--- src/rtl/bmf_div.sv ---
// ----------------------------------------------------------------------------
// bmf_div: restoring divider
// Produces one quotient bit per cycle; done pulses when the quotient is valid.
// ----------------------------------------------------------------------------
module bmf_div #(
  parameter int DW = 30,
  parameter int NW = 6
) (
  input  logic          clk_i,
  input  logic          rst_ni,
  input  logic          start_i,
  input  logic [DW-1:0] dividend_i,
  input  logic [NW-1:0] divisor_i,
  output logic          done_o,
  output logic [DW-1:0] quotient_o
);

  localparam int CNT_W = $clog2(DW + 1);

  logic [NW-1:0]    rem_q, rem_d;
  logic [DW-1:0]    quo_q, quo_d;
  logic [NW-1:0]    div_q;
  logic [CNT_W-1:0] cnt_q, cnt_d;
  logic             busy_q, busy_d;
  logic             done_q, done_d;
  logic [NW:0]      trial;

  // One restoring step per cycle.
  always_comb begin
    trial  = {rem_q, quo_q[DW-1]};
    rem_d  = rem_q;
    quo_d  = quo_q;
    cnt_d  = cnt_q;
    busy_d = busy_q;
    done_d = 1'b0;
    if (start_i) begin
      rem_d  = '0;
      quo_d  = dividend_i;
      cnt_d  = CNT_W'(DW);
      busy_d = 1'b1;
    end else if (busy_q) begin
      if (trial >= {1'b0, div_q}) begin
        rem_d = NW'(trial - {1'b0, div_q});
        quo_d = {quo_q[DW-2:0], 1'b1};
      end else begin
        rem_d = trial[NW-1:0];
        quo_d = {quo_q[DW-2:0], 1'b0};
      end
      cnt_d = cnt_q - 1'b1;
      if (cnt_q == CNT_W'(1)) begin
        busy_d = 1'b0;
        done_d = 1'b1;
      end
    end
  end

  // Control state.
  always_ff @(posedge clk_i or negedge rst_ni) begin
    if (!rst_ni) begin
      busy_q <= 1'b0;
      done_q <= 1'b0;
      cnt_q  <= '0;
    end else begin
      busy_q <= busy_d;
      done_q <= done_d;
      cnt_q  <= cnt_d;
    end
  end

  // Datapath.
  always_ff @(posedge clk_i) begin
    rem_q <= rem_d;
    quo_q <= quo_d;
    if (start_i) begin
      div_q <= divisor_i;
    end
  end

  assign done_o     = done_q;
  assign quotient_o = quo_q;

endmodule

--- config.mk ---
export PLATFORM = sky130hd
export DESIGN_NAME = bmf_div
export DESIGN_NICKNAME = d
export VERILOG_FILES = /design/src/rtl/bmf_div.sv
export SDC_FILE = /design/constraint.sdc
export NUM_CORES = 1
export LEC_CHECK = 0
export ABC_AREA = 1
export BUFFER_PORTS_ARGS = -buffer_cell sky130_fd_sc_hd__buf_2
export CORE_MARGIN = 3
export CORE_UTILIZATION = 50
export DETAILED_ROUTE_END_ITERATION = 12
export GPL_TIMING_DRIVEN = 0
export PLACE_DENSITY = 0.74
export REMOVE_ABC_BUFFERS = 1
export SLEW_MARGIN = 30
export SYNTH_ARGS = -nofsm -noshare
export SYNTH_HDL_FRONTEND = slang
export SYNTH_SLANG_ARGS = --single-unit
--- constraint.sdc ---
create_clock -name clk_i -period 4.5 [get_ports clk_i]
set_input_delay 0.9 -clock clk_i [delete_from_list [all_inputs] [get_ports clk_i]]
set_output_delay 0.9 -clock clk_i [all_outputs]
set_load 0.01 [all_outputs]
After elaboration in Yosys (flattened, before gate mapping)
Cells that the tools add are included.
Cells by class
  add/subtract/negate cells: 2
  $mul: 0
  div/mod/pow operators: 0
  magnitude comparators: 1
  equal/unequal tests: 1
  shifts and indexed selects: 0
  muxes and demuxes: 12
  bitwise operators: 0
  reduce and logical (&&, ||, !) cells: 1
Operator list (count)
  30-bit 2-to-1 mux: 2
  5-bit 2-to-1 mux: 2
  7-bit by 6-bit greater-or-equal comparator with 1-bit output: 1
  1-bit 2-to-1 mux: 7
  6-bit 2-to-1 mux: 1
  6-bit subtractor: 1
  5-bit by 1-bit equality test with 1-bit output, second input constant: 1
  5-bit by 1-bit subtractor with 5-bit output, second input constant: 1
  2-bit nonzero test: 1
Storage, ports and cells
  bits in registers: 49
  latch bits: 0
  memory bits (writable): 0
  bits in read-only memories: 0
  input port bits: 39
  output and inout bits: 31
  logic and storage cells: 23
  memories: 0

Longest topological paths before layout
Gate-level depths: netlist of run 1.
  depth in word-level cells: 4
  gate-level depth with buffers: 11
  gate-level depth less buffers: 11

Worst setup path before layout of run 1
Ideal clock, no wire load.
  path type: input to register
  from: input port start_i
  to: register quo_q[0], in the netlist quotient_o[0] (enable)
  setup time: 0.385 ns
  arrival: 1.767 ns
  data required time: 4.115 ns
  slack: 2.347 ns
  cell stages on the path: 3
  path buffers: 1
  cells stage by stage: buf_2 nor2_2 inv_1
Between the ends
  longest elaborated chain between the ends: 1
RTL lines
  from (decl): line 11  | input logic start_i,
  2-bit nonzero test (no source line)
  to (signal assigned): line 73  | quo_q <= quo_d;
  to (decl): line 21  | logic [DW-1:0] quo_q, quo_d;
Every way passes these cells.
A chain may end at the register's enable or synchronous reset.

Worst setup path after layout of run 1
  from: input port start_i
  to: register quo_q[0], in the netlist quotient_o[0], data pin
Between the ends
  longest elaborated chain between the ends: 1
RTL lines
  30-bit 2-to-1 mux: line 36  | if (start_i) begin
  via quo_d[0]: line 21
The timed path passes the listed nets, and every way through them passes these cells.

==> summary.md, run 1 <==
| Metric | Value |
|---|---|
| Status | `finished clean` |
| Vias | `1896` |
| CTS Hold Bufs | `0` |
| Synth Cell Area | `2440 sq um` |
| PostCTS Resize Cnt | `0` |
| Placer Congestion | `0.866` |
| Comb pwr share | `31.3%` |
| Final hold viol count | `0` |
| Critical path fanouts, max | `41` |
| ANT nets after route | `0` |
| Vias in the first global route | `1733` |
| CTS H-Tree Depth | `2` |
| Initial core utilization | `53.9%` |
| Crit. End Element | `flip-flop` |
| Worst hold path type | `primary input to asynchronous set/reset pin` |
| R2R Path Start | `div_q[4]$_DFFE_PP_` |
| Most frequent cells in the layout | `nand2_1, buf_2, edfxtp_1, inv_1, nand3_1` |
| Pwr dens | `429 nW/um^2` |
| Clk_skew | `3.94 ps` |
| Post-route insts no fill | `400` |
| Area grow syn2layout | `20.4%` |
| Max VDD drop | `0.232 mV` |
| Pleak | `1.54 nW` |
| Die footprint | `5760 sq um` |
| Period minus WS final | `2890 ps` |
| Die H | `75.9 um` |
| IO Pins | `70` |
| Clk slew on worst S/H paths | `90 ps` |
| Diode count | `0` |
| Worst Max-Slew Pin Slew | `910 ps` |
| P_int | `0.849 mW` |
| Yosys reg bits | `49` |
| Vias per cell | `4.74` |
| Flop pwr share | `46.1%` |
| Rows | `24` |
| Die width | `75.9 um` |
| Critical path class | `primary input to flip-flop` |
| Top_reg_cell synth | `edfxtp_1` |
| Post-Route Setup TNS | `0 ps` |
| DRC viols | `0` |
| Pre-antenna DRT Iters | `4` |
| Cell count of the worst reg-to-reg path | `8` |
| Largest net degree at the start of global routing | `42` |
| First-pass GRT wire length | `8000 um` |
| Final WL | `4880 um` |
| CTS Root Cell | `clkbuf_8` |
| Post-synth EDFFs | `36` |
| Unique masters post-synth | `32` |
| Relative slew slack | `38.9%` |
| CTS tree | `built` |
| Net count, final | `383` |
| Final setup fails | `0` |
| Syn Inst Count | `265` |
| Drt wl/cell | `12.2 um` |
| CTS buffer count | `5` |
| Max-cap violation count | `0` |
| CP arrival | `2910 ps` |
| Max-slew violation count | `0` |
| CORE AREA | `4530 sq um` |
| F_max | `346 MHz` |
| Gr usage total | `18.5%` |
| Cells after DPL | `392` |
| Net Sw Power | `0.413 mW` |
| Async SR Flop Fraction | `14.3%` |
| # port buffers | `69` |
| Max Buffers Root-to-Sink | `2` |
| Layout cells sized above 1 | `28.1%` |
| Commonest non-fill, non-tap cell in the layout | `nand2_1` |
| Clock sink total | `49` |
| Syn_area_per_cell | `9.22 sq um` |
| Unrepaired setup endpoints after global routing | `no` |
| R2R Setup Slk | `2820 ps` |
| Remaining global-route overflow | `0` |
| Initial DRC count | `112` |
| Final HPWL DP | `3480 um` |
| Worst EP required | `4530 ps` |
| Clock power share | `22.6%` |
| Synth warn | `0` |
| Period utilization | `64.2%` |
| Startpoint Class | `primary input` |
| Initial antenna violation count | `0` |
| Worst flop-to-flop path endpoint | `quotient_o[0]$_DFFE_PP_` |
| Setup Buffers After CTS | `0` |
| Sw Ratio | `32.7%` |
| Clk Latency, worst-skew pair | `300 ps` |
| Sequential share of the synthesized area | `56.4%` |
[how the worst max path moves through the flow]
stage | start | to | slack [ps] | cells after the start
global placement | start_i | quotient_o[29]$_DFFE_PP_ | 1430 | 3
detailed placement | start_i | quotient_o[0]$_DFFE_PP_ | 1610 | 4
CTS | start_i | quotient_o[0]$_DFFE_PP_ | 1920 | 4
global route | start_i | quotient_o[0]$_DFFE_PP_ | 1370 | 4
floorplan | start_i | quotient_o[0]$_DFFE_PP_ | 2540 | 2
finish | start_i | quotient_o[0]$_DFFE_PP_ | 1610 | 4
[cell usage after synthesis (2+ instances only)]
cell type | n | area [sq um]
nand3_1 | 13 | 65.1
nand4_1 | 2 | 12.5
inv_1 | 24 | 90.1
buf_2 | 4 | 20.0
dfrtp_1 | 7 | 175
ha_1 | 9 | 113
nand2_4 | 2 | 22.5
nand2_1 | 118 | 443
inv_2 | 3 | 11.3
o21ai_1 | 2 | 10.0
nand2_2 | 4 | 25.0
nand3b_1 | 3 | 22.5
clkbuf_1 | 3 | 11.3
edfxtp_1 | 36 | 1080
a21oi_1 | 3 | 15.0
nor2_2 | 2 | 12.5
nor2_1 | 8 | 30.0
dfxtp_1 | 6 | 120
o21ai_0 | 3 | 15.0
[kinds of logic after synthesis]
group,count (synthesis),share of synthesized area (%)
adder cells (fa/ha/maj),10,5.43
AND/OR/NAND/NOR,157,28.5
XOR/XNOR,2,0.717
AO/OA/AOI/OAI,13,3.54
flip-flops,49,56.4
buffers and inverters,34,5.43
[flip-flops by register name (all words and copies together), names as in the netlist]
signal,cells
quotient_o,30
div_q,6
rem_q,6
cnt_q,5
busy_q,1
done_o,1
[area by class of cell]
type,count,area (sq um)
fillers,374,1590
flip-flops and latches,49,1380
multi-input cells,182,933
repair buffers,69,345
inverters,27,101
clock buffers,7,97.6
well taps,65,81.3
clock inverters,1,5.00
[metal layers]
metal  vias to the layer above  global-route usage (%)  share of wire [%]
met5                         -                       0                  0
li1                        986                       -                  -
met4                         0                    5.83                1.5
met1                       859                    24.2                 44
met2                        46                    28.5                 47
met3                         5                    6.86                7.7
[through the flow]
step                      cell area, sq um  util (%)  setup slack (ps)  hold WS (ps)  total power, mW
after floorplan                       2410         -              2540           442            0.878
after global placement                2840      62.6              1430           459            0.975
after detailed placement              2840      62.6              1610           462            0.987
after CTS                             2940      64.8              1920           409             1.27
after global routing                  2940      64.8              1370           407             1.34
final                                 2940      64.8              1610           412             1.26
[power by group through the flow]
| stage | sequential (mW) | clock [mW] | combinational (mW) |
|---|---|---|---|
| global placement | 0.590 | 0 | 0.385 |
| global route | 0.591 | 0.309 | 0.443 |
| finish | 0.582 | 0.286 | 0.394 |
| CTS | 0.582 | 0.293 | 0.398 |
| detailed placement | 0.591 | 0 | 0.396 |
| floorplan | 0.601 | 0 | 0.277 |
[critical path: stages]
cell and delay (ps):
buf_2 590, clkinv_1 960, nor2_1 360, a31oi_1 80
(Power assumes the default switching activity.)
==> run 2: changes to the inputs <==
Settings changed: ABC_AREA 1 to 0, PLACE_DENSITY 0.74 to 0.75.
Clock period 4.5 ns to 3 ns, I/O delays scaled along.
==> run 2 against run 1 <==
Sequential share of layout area rose by 1.5 points. Routed wire length fell by 12%. Sequential power rose by 53%. Final cell count fell by 26%. Area after synthesis fell by 3.4%. Hold slack got worse by 290 ps. Count of clock-buffer cells in the layout did not move. Utilization fell by 0.74 points. Synthesized cell count fell by 34%. Critical path type is now flip-flop to flip-flop. Critical endpoint is now rem_q[1]$_SDFFE_PP0P_.
==> summary.md, run 2 <==
| Metric | Value |
|---|---|
| Unrepaired setup endpoints after global routing | `no` |
| ANT nets after route | `0` |
| F_max | `439 MHz` |
| First-pass GRT wire length | `7030 um` |
| Final setup fails | `0` |
| Critical path fanouts, max | `10` |
| R2R Setup Slk | `720 ps` |
| Rows | `24` |
| Cell count of the worst reg-to-reg path | `7` |
| Most frequent cells in the layout | `buf_2, edfxtp_1, mux2_2, inv_1, nor2_1` |
| Top_reg_cell synth | `edfxtp_1` |
| Drt wl/cell | `14.5 um` |
| CTS tree | `built` |
| Vias per cell | `5.32` |
| Syn_area_per_cell | `13.5 sq um` |
| Layout cells sized above 1 | `44.3%` |
| CTS H-Tree Depth | `2` |
| Startpoint Class | `flip-flop` |
| Vias in the first global route | `1588` |
| # fillers | `363` |
| Initial DRC count | `59` |
| Commonest non-fill, non-tap cell in the layout | `buf_2` |
| CTS buffer count | `5` |
| Gr usage total | `16.5%` |
| WHS | `118 ps` |
| Area contributors post-synth | `edfxtp_1, mux2_2, dfrtp_1` |
| DRC viols | `0` |
| # port buffers | `69` |
| Synth top area share | `45.8%` |
| Unique masters post-synth | `35` |
| Worst EP required | `3180 ps` |
| Largest net degree at the start of global routing | `55` |
| Clock sink total | `49` |
| Max-slew violation count | `0` |
| Setup Buffers After CTS | `0` |
| Commonest cells in the netlist | `edfxtp_1, mux2_2, inv_1, nor2_1, ha_1` |
| Max VDD drop | `0.329 mV` |
| Max Buffers Root-to-Sink | `2` |
| Synth warn | `0` |
| Worst path max stage delay | `380 ps` |
| Die width | `74.7 um` |
| Critical path class | `flip-flop to flip-flop` |
| Final HPWL DP | `3090 um` |
| Initial antenna violation count | `0` |
| Diode count | `0` |
| Yosys reg bits | `49` |
| Synth Cell Area | `2360 sq um` |
| Worst hold path type | `primary input to asynchronous set/reset pin` |
| Family with the most delay on the worst path | `compound AO/OA/AOI/OAI gates` |
| Syn Inst Count | `175` |
| Buf+Inv Stages, Crit Path | `1` |
| Pwr dens | `668 nW/um^2` |
| Final WL | `4290 um` |
| Remaining global-route overflow | `0` |
| Period utilization | `75.9%` |
| Crit. End Element | `flip-flop` |
| CORE AREA | `4440 sq um` |
| IO Pins | `70` |
| Net count, final | `292` |
| Die H | `74.7 um` |
| Post-Route Setup TNS | `0 ps` |
| Critical Path, Cell by Cell | `inv_1 > ha_1 > a21o_1 > a211o_1 > a41o_1 > nor4bb_1 > or3_1` |
| Worst flop-to-flop path endpoint | `rem_q[1]$_SDFFE_PP0P_` |
| CP arrival | `2460 ps` |
| Vias | `1574` |
| Sequential share of the synthesized area | `58.4%` |
| CTS Root Cell | `clkbuf_8` |
| Worst Max-Slew Pin Slew | `698 ps` |
| Relative slew slack | `53.4%` |
| Slowest cell on crit path | `or3_1` |
| Clk_skew | `8.50 ps` |
| Pre-antenna DRT Iters | `4` |
| Count leader, synth | `edfxtp_1` |
| PostCTS Resize Cnt | `0` |
| Placer Congestion | `0.750` |
| Final hold viol count | `0` |
| R2R Path Start | `div_q[4]$_DFFE_PP_` |
| Max reg flops | `30` |
| Status | `finished clean` |
| CTS Hold Bufs | `0` |
| Area grow syn2layout | `20.8%` |
| Post-synth EDFFs | `36` |
| Die footprint | `5580 sq um` |
| Clk slew on worst S/H paths | `90 ps` |
| Initial core utilization | `53.1%` |
| Async SR Flop Fraction | `14.3%` |
| Max-cap violation count | `0` |
| Pleak | `1.25 nW` |
| Clk Latency, worst-skew pair | `300 ps` |
| Largest area contributor in the netlist | `edfxtp_1` |
| Period minus WS final | `2280 ps` |
-- run 2: worst max path at each step --
stage / start / endpoint / slack, ps / cells past startpoint
detailed placement: div_q[4]$_DFFE_PP_ / rem_q[1]$_SDFFE_PP0P_ / 730 / 7
CTS: div_q[4]$_DFFE_PP_ / rem_q[1]$_SDFFE_PP0P_ / 710 / 7
floorplan: div_q[4]$_DFFE_PP_ / rem_q[1]$_SDFFE_PP0P_ / 930 / 7
global route: div_q[4]$_DFFE_PP_ / rem_q[1]$_SDFFE_PP0P_ / 600 / 7
finish: div_q[4]$_DFFE_PP_ / rem_q[1]$_SDFFE_PP0P_ / 720 / 7
global placement: start_i / quotient_o[7]$_DFFE_PP_ / 440 / 2
-- run 2: cell type report --
class                           count  area, sq um  area share (%)
Sequential cell                    49         1380            48.3
Multi-Input combinational cell    108          906            31.8
Timing Repair Buffer               69          348            12.2
Clock buffer                        7         86.3            3.03
Tap cell                           52         65.1            2.28
Inverter                           10         37.5            1.32
Clock inverter                      1         30.0            1.05
-- run 2: logic make-up after synthesis --
kind of cell	after synthesis	share of synthesized area (%)
flops	49	58.4
xor+xnor	7	2.60
buf+inv	18	3.24
fa+ha+maj	10	5.62
simple gates	39	9.13
mux	33	15.6
compound gates	19	5.46
-- run 2: where the power goes --
part | leakage [nW] | internal [mW] | total (mW) | switching (mW)
registers | 0.500 | 0.834 | 0.893 | 0.0583
logic | 0.689 | 0.263 | 0.529 | 0.267
clock network | 0.0585 | 0.272 | 0.482 | 0.211
total | 1.25 | 1.37 | 1.90 | 0.535
-- run 2: through the flow --
step                util [%]  setup slack (ps)  std cells  power, mW  area (sq um)
floorplan                  -               935        167       1.28          2320
global placement        61.4               438        288       1.43          2730
detailed placement      61.5               727        288       1.44          2730
CTS                     64.1               711        296       1.93          2850
global route            64.1               598        296       2.02          2850
finish                  64.1               722        296       1.90          2850
-- run 2: per-layer routing --
layer,track usage (%),part of all wire (%)
met1,20.9,42
met2,26.9,51
met3,6.01,6.8
met4,4.15,0.79
met5,0,0
